[src/rtl/core/apsp_ram.sv]
// Generic single-port-write, single-port-read memory with a registered read.
module apsp_ram #(
   parameter int WIDTH = 8,
   parameter int DEPTH = 256
) (
   input  logic                     clock,
   input  logic                     wr_en,
   input  logic [$clog2(DEPTH)-1:0] wr_addr,
   input  logic [WIDTH-1:0]         wr_data,
   input  logic [$clog2(DEPTH)-1:0] rd_addr,
   output logic [WIDTH-1:0]         rd_data
);

   logic [WIDTH-1:0] mem_ff [DEPTH];
   logic [WIDTH-1:0] rd_data_ff;

   always_ff @(posedge clock) begin
      if (wr_en) begin
         mem_ff[wr_addr] <= wr_data;
      end
      rd_data_ff <= mem_ff[rd_addr];
   end

   assign rd_data = rd_data_ff;

endmodule
[config.mk]
export PLATFORM = sky130hd
export DESIGN_NAME = apsp_ram
export DESIGN_NICKNAME = d
export VERILOG_FILES = /design/src/rtl/core/apsp_ram.sv
export SDC_FILE = /design/constraint.sdc
export NUM_CORES = 2
export LEC_CHECK = 0
export BUFFER_PORTS_ARGS = -buffer_cell sky130_fd_sc_hd__buf_2
export CAP_MARGIN = 15
export CORE_MARGIN = 2
export CORE_UTILIZATION = 40
export CTS_CLUSTER_SIZE = 30
export DETAILED_ROUTE_END_ITERATION = 10
export HOLD_SLACK_MARGIN = 0.1
export PLACE_DENSITY_LB_ADDON = 0.3
export SLEW_MARGIN = 20
export SYNTH_ARGS = -nofsm -noshare
export SYNTH_HDL_FRONTEND = slang
export SYNTH_SLANG_ARGS = --single-unit
[constraint.sdc]
create_clock -name clock -period 2.8 [get_ports clock]
set_input_delay 0.56 -clock clock [delete_from_list [all_inputs] [get_ports clock]]
set_output_delay 0.56 -clock clock [all_outputs]
set_load 0.005 [all_outputs]
; ---- Yosys cells after proc, flatten, opt, wreduce, memory -nomap -nowiden
; Memories as Yosys holds them, arrays and structs flattened. A register that Yosys moved wholly into a read port is not among the register bits.
; Index checks and enable logic that the tools add are counted.
[word_totals]
ff_bits = 0
ram_bits = 2048
input_bits = 26
output_inout_bits = 8
elab_cells = 3
memories = 1
[memory_table]
columns = name, words, width, rd, rd_clocked_by_memory_dff, wr, line_no
row1 = mem_ff, 256, 8, 1, 1, 1, 14  ; logic [WIDTH-1:0] mem_ff [DEPTH];
[op_classes]
muxes = 2
[op_table]
columns = operator, count
row1 = 1-bit 2-to-1 mux, 2

; ---- Depth between registers and ports, before layout
[depth]
ltp_word = 2
ltp_mapped = 11
mapped_depth_nobuf = 6

; ---- Worst setup path after synthesis
; No wires, ideal clock.
[synth_timing]
path_type = input-to-reg
startpoint = in rd_addr[0]
endpoint = reg rd_data_ff[2], in the netlist rd_data[2], read port of mem_ff
setup_time_ps = 131
arrival_ps = 2367
required_ps = 2669
path_slack_ps = 302
cell_stages = 9
n_path_buf = 4
cell_sequence = buf_6 -> buf_12 -> buf_8 -> buf_2 -> mux4_2 -> a22oi_1 -> a21oi_1 -> nor4_1 -> nor4_2
[synth_lines]
columns = element, line_no
row1 = start: declaration, 10  ; input logic [$clog2(DEPTH)-1:0] rd_addr,
row2 = end: declaration, 15  ; logic [WIDTH-1:0] rd_data_ff;

==> impl_metrics.tcl <==
set metrics [dict create \
    status "complete, no violations" \
    fin_crit_ns 2.77 \
    viasPerCell 5.65 \
    finClkSkew_ns 0.0632 \
    drive_gt1_frac 0.320 \
    ys_seq_area_frac 0.775 \
    critical_path.cell_chain "buf_8, buf_4, buf_4, mux4_2, mux4_2, nor2_1, a2111oi_1, nor3_1, nor4_1" \
    rows 163 \
    max_freq_mhz 361 \
    pwr_density_cell_nw_per_um2 686 \
    gp_congestion 0.852 \
    p_leak_nw 30.5 \
    finalSetupViolations 0 \
    peakVddDrop_mv 0.646 \
    wl_mm 206 \
    final_common_cell "edfxtp_1" \
    finalInstanceArea_um2 94600 \
    die_x_um 450 \
    vias 40900 \
    synthesis.nets 3759 \
    cts_buffers 205 \
    worstMarginPinSlew_ns 1.03 \
    yosys.area.top_type_share 0.773 \
    initial_core_util 0.403 \
    placed_cell_area_um2 87800 \
    synth-edff-count 2048 \
    yosys.cell_types.count 55 \
    timing.final.crit_share 0.988 \
    cp.required_ns 3.47 \
    avgSynthCellArea_um2 21.3 \
    clockBufferDepth 3 \
    insertion_delay_ns 0.86 \
    drc 0 \
    hold_viol 0 \
    slowest_delay_ns 0.80 \
    async_reset_ff_frac 0 \
    cpMaxStageDelayCell "nor3_1" \
    yosysWarnings 0 \
    critPathArrivalTime_ns 3.44 \
    nets 4432 \
    relSlewSlack 0.309 \
    drv_cap 0 \
    worst-path-buf-inv 3 \
    met3_length_mm 15.5 \
    synth_seq_cells 2056 \
    grt_start_max_net_pins 114 \
    first_global_vias 41400 \
    syn_to_final_growth_pct 18.9 \
    critPathLaunchType "input pin" \
    r2r_setup_slack_ns 0.08 \
    first_iter_violations 4928 \
    rsz0062_at_grt "no" \
    dp_hpwl_mm 132 \
    final_cell_mix "edfxtp_1, buf_4, mux4_2" \
    post_cts_buffers 0 \
    final_core_util 0.479 \
    met1_length_mm 84.4 \
    clkSinkCount 2056 \
    drt_first_pass_iters 5 \
    critical_path_class "in -> reg" \
    gr-total-overflow 0 \
    root_buffer "clkbuf_16" \
    layoutNonFillerInstCount 7226 \
    ioPinCount 34 \
    worstSetupEndpointType "flip-flop" \
    hold_path.class "in -> reg" \
    ys.flop_type "edfxtp_1" \
    grt_usage 0.202 \
    numPortBuffers 33 \
    dr_wl_met2_mm 101 \
    finalSetupTns_ns 0 \
    netlist_instances 3733 \
    cts_tree "yes" \
    crit_family "simple AND/OR/NAND/NOR gates" \
    top_layer "met5" \
    dp_cells 6837 \
    yosysTopAreaCell "edfxtp_1" \
    die_y_um 450 \
    die-area_um2 202000 \
    synthTopCellsByArea "edfxtp_1, mux4_2, mux2i_1" \
    core_area_um2 197000 \
    wl_per_cell_um 28.5 \
    slew_viol_final 0 \
    path_clk_slew_ns 0.06 \
    antenna_found_initial 16 \
    detail-route-antenna-nets 0 \
    grt_pass1_wl_mm 296 \
    crit_path_max_fanout 12 \
    synth_area_um2 79600 \
    h-tree-depth 4 \
]
-- Yosys cell counts (10+ instances only) --
library cell  count
o221ai_1         46
o22ai_1          28
nand3_1          34
buf_4            27
buf_6            21
buf_2            31
nand2_1          33
nand4_1          10
nor3_1           22
o211ai_1         10
clkbuf_1        111
a221oi_1         13
a21oi_1          96
o21ai_0          10
nor2b_1          31
mux2i_1         134
a22oi_1         133
a211oi_1         16
nor4_1           24
buf_8            13
buf_1            22
edfxtp_1       2048
mux4_2          454
nor2_1          282
-- sequential cells by signal (all words and copies together) (netlist names) --
name,count
mem_ff,2048
rd_data,8
-- timing repair --
| item | 4_1_cts | 5_1_grt |
|---|---|---|
| gates resized for setup | 1 | 3 |
| hold buffers | 2 | 0 |
| setup endpoints to repair | 1 | 3 |
| pin swaps | 0 | 0 |
| hold endpoints to repair | 36 | 0 |
| gates cloned | 0 | 0 |
-- per-layer routing --
layer / global-route usage / vias to the layer above
met1: 0.282 / 21800
met2: 0.328 / 1661
met3: 0.0362 / 329
met5: 0 / -
met4: 0.0542 / 2
li1: - / 17100
-- power by group --
group | switching [W] | total [W] | internal (W)
Sequential | 0.0000565 | 0.0340 | 0.0339
Combinational | 0.00209 | 0.00351 | 0.00142
Clock | 0.0118 | 0.0274 | 0.0156
-- final timing paths --
| check | depth (start not counted) | from | to |
|---|---|---|---|
| hold / removal | 1 | wr_data[6] | mem_ff[202][6] |
| setup / recovery | 9 | rd_addr[0] | rd_data[1] |
| setup reg to reg | 6 | mem_ff[129][1] | rd_data[1] |
| hold reg to reg | 7 | mem_ff[32][5] | rd_data[5] |
-- layout make-up --
cell class,count,area [um^2]
Sequential cell,2056,61700
Timing Repair Buffer,699,6290
Clock buffer,256,5380
Inverter,2,7.51
Multi-Input combinational cell,1442,16500
Antenna cell,3,7.51
Tap cell,2640,3300
Fill cell,16200,103000
Clock inverter,128,1390
-- per-stage QoR --
stage | worst slack [ns] | power [W] | hold slack, ns
floorplan | 0.302 | 0.0363 | 0.659
global placement | -1.10 | 0.0381 | 0.854
detailed placement | -0.967 | 0.0382 | 0.856
CTS | 0.0462 | 0.0653 | 0.110
global route | 0.0219 | 0.0667 | 0.144
finish | 0.0333 | 0.0648 | 0.161
-- cell families after synthesis --
family                 after synthesis  share of synthesized area
flip-flops                        2056                      0.775
multiplexers                       591                      0.146
AND/OR/NAND/NOR                    466                     0.0263
AO/OA/AOI/OAI                      385                     0.0342
buffers and inverters              235                     0.0183
(Power assumes the default switching activity.)
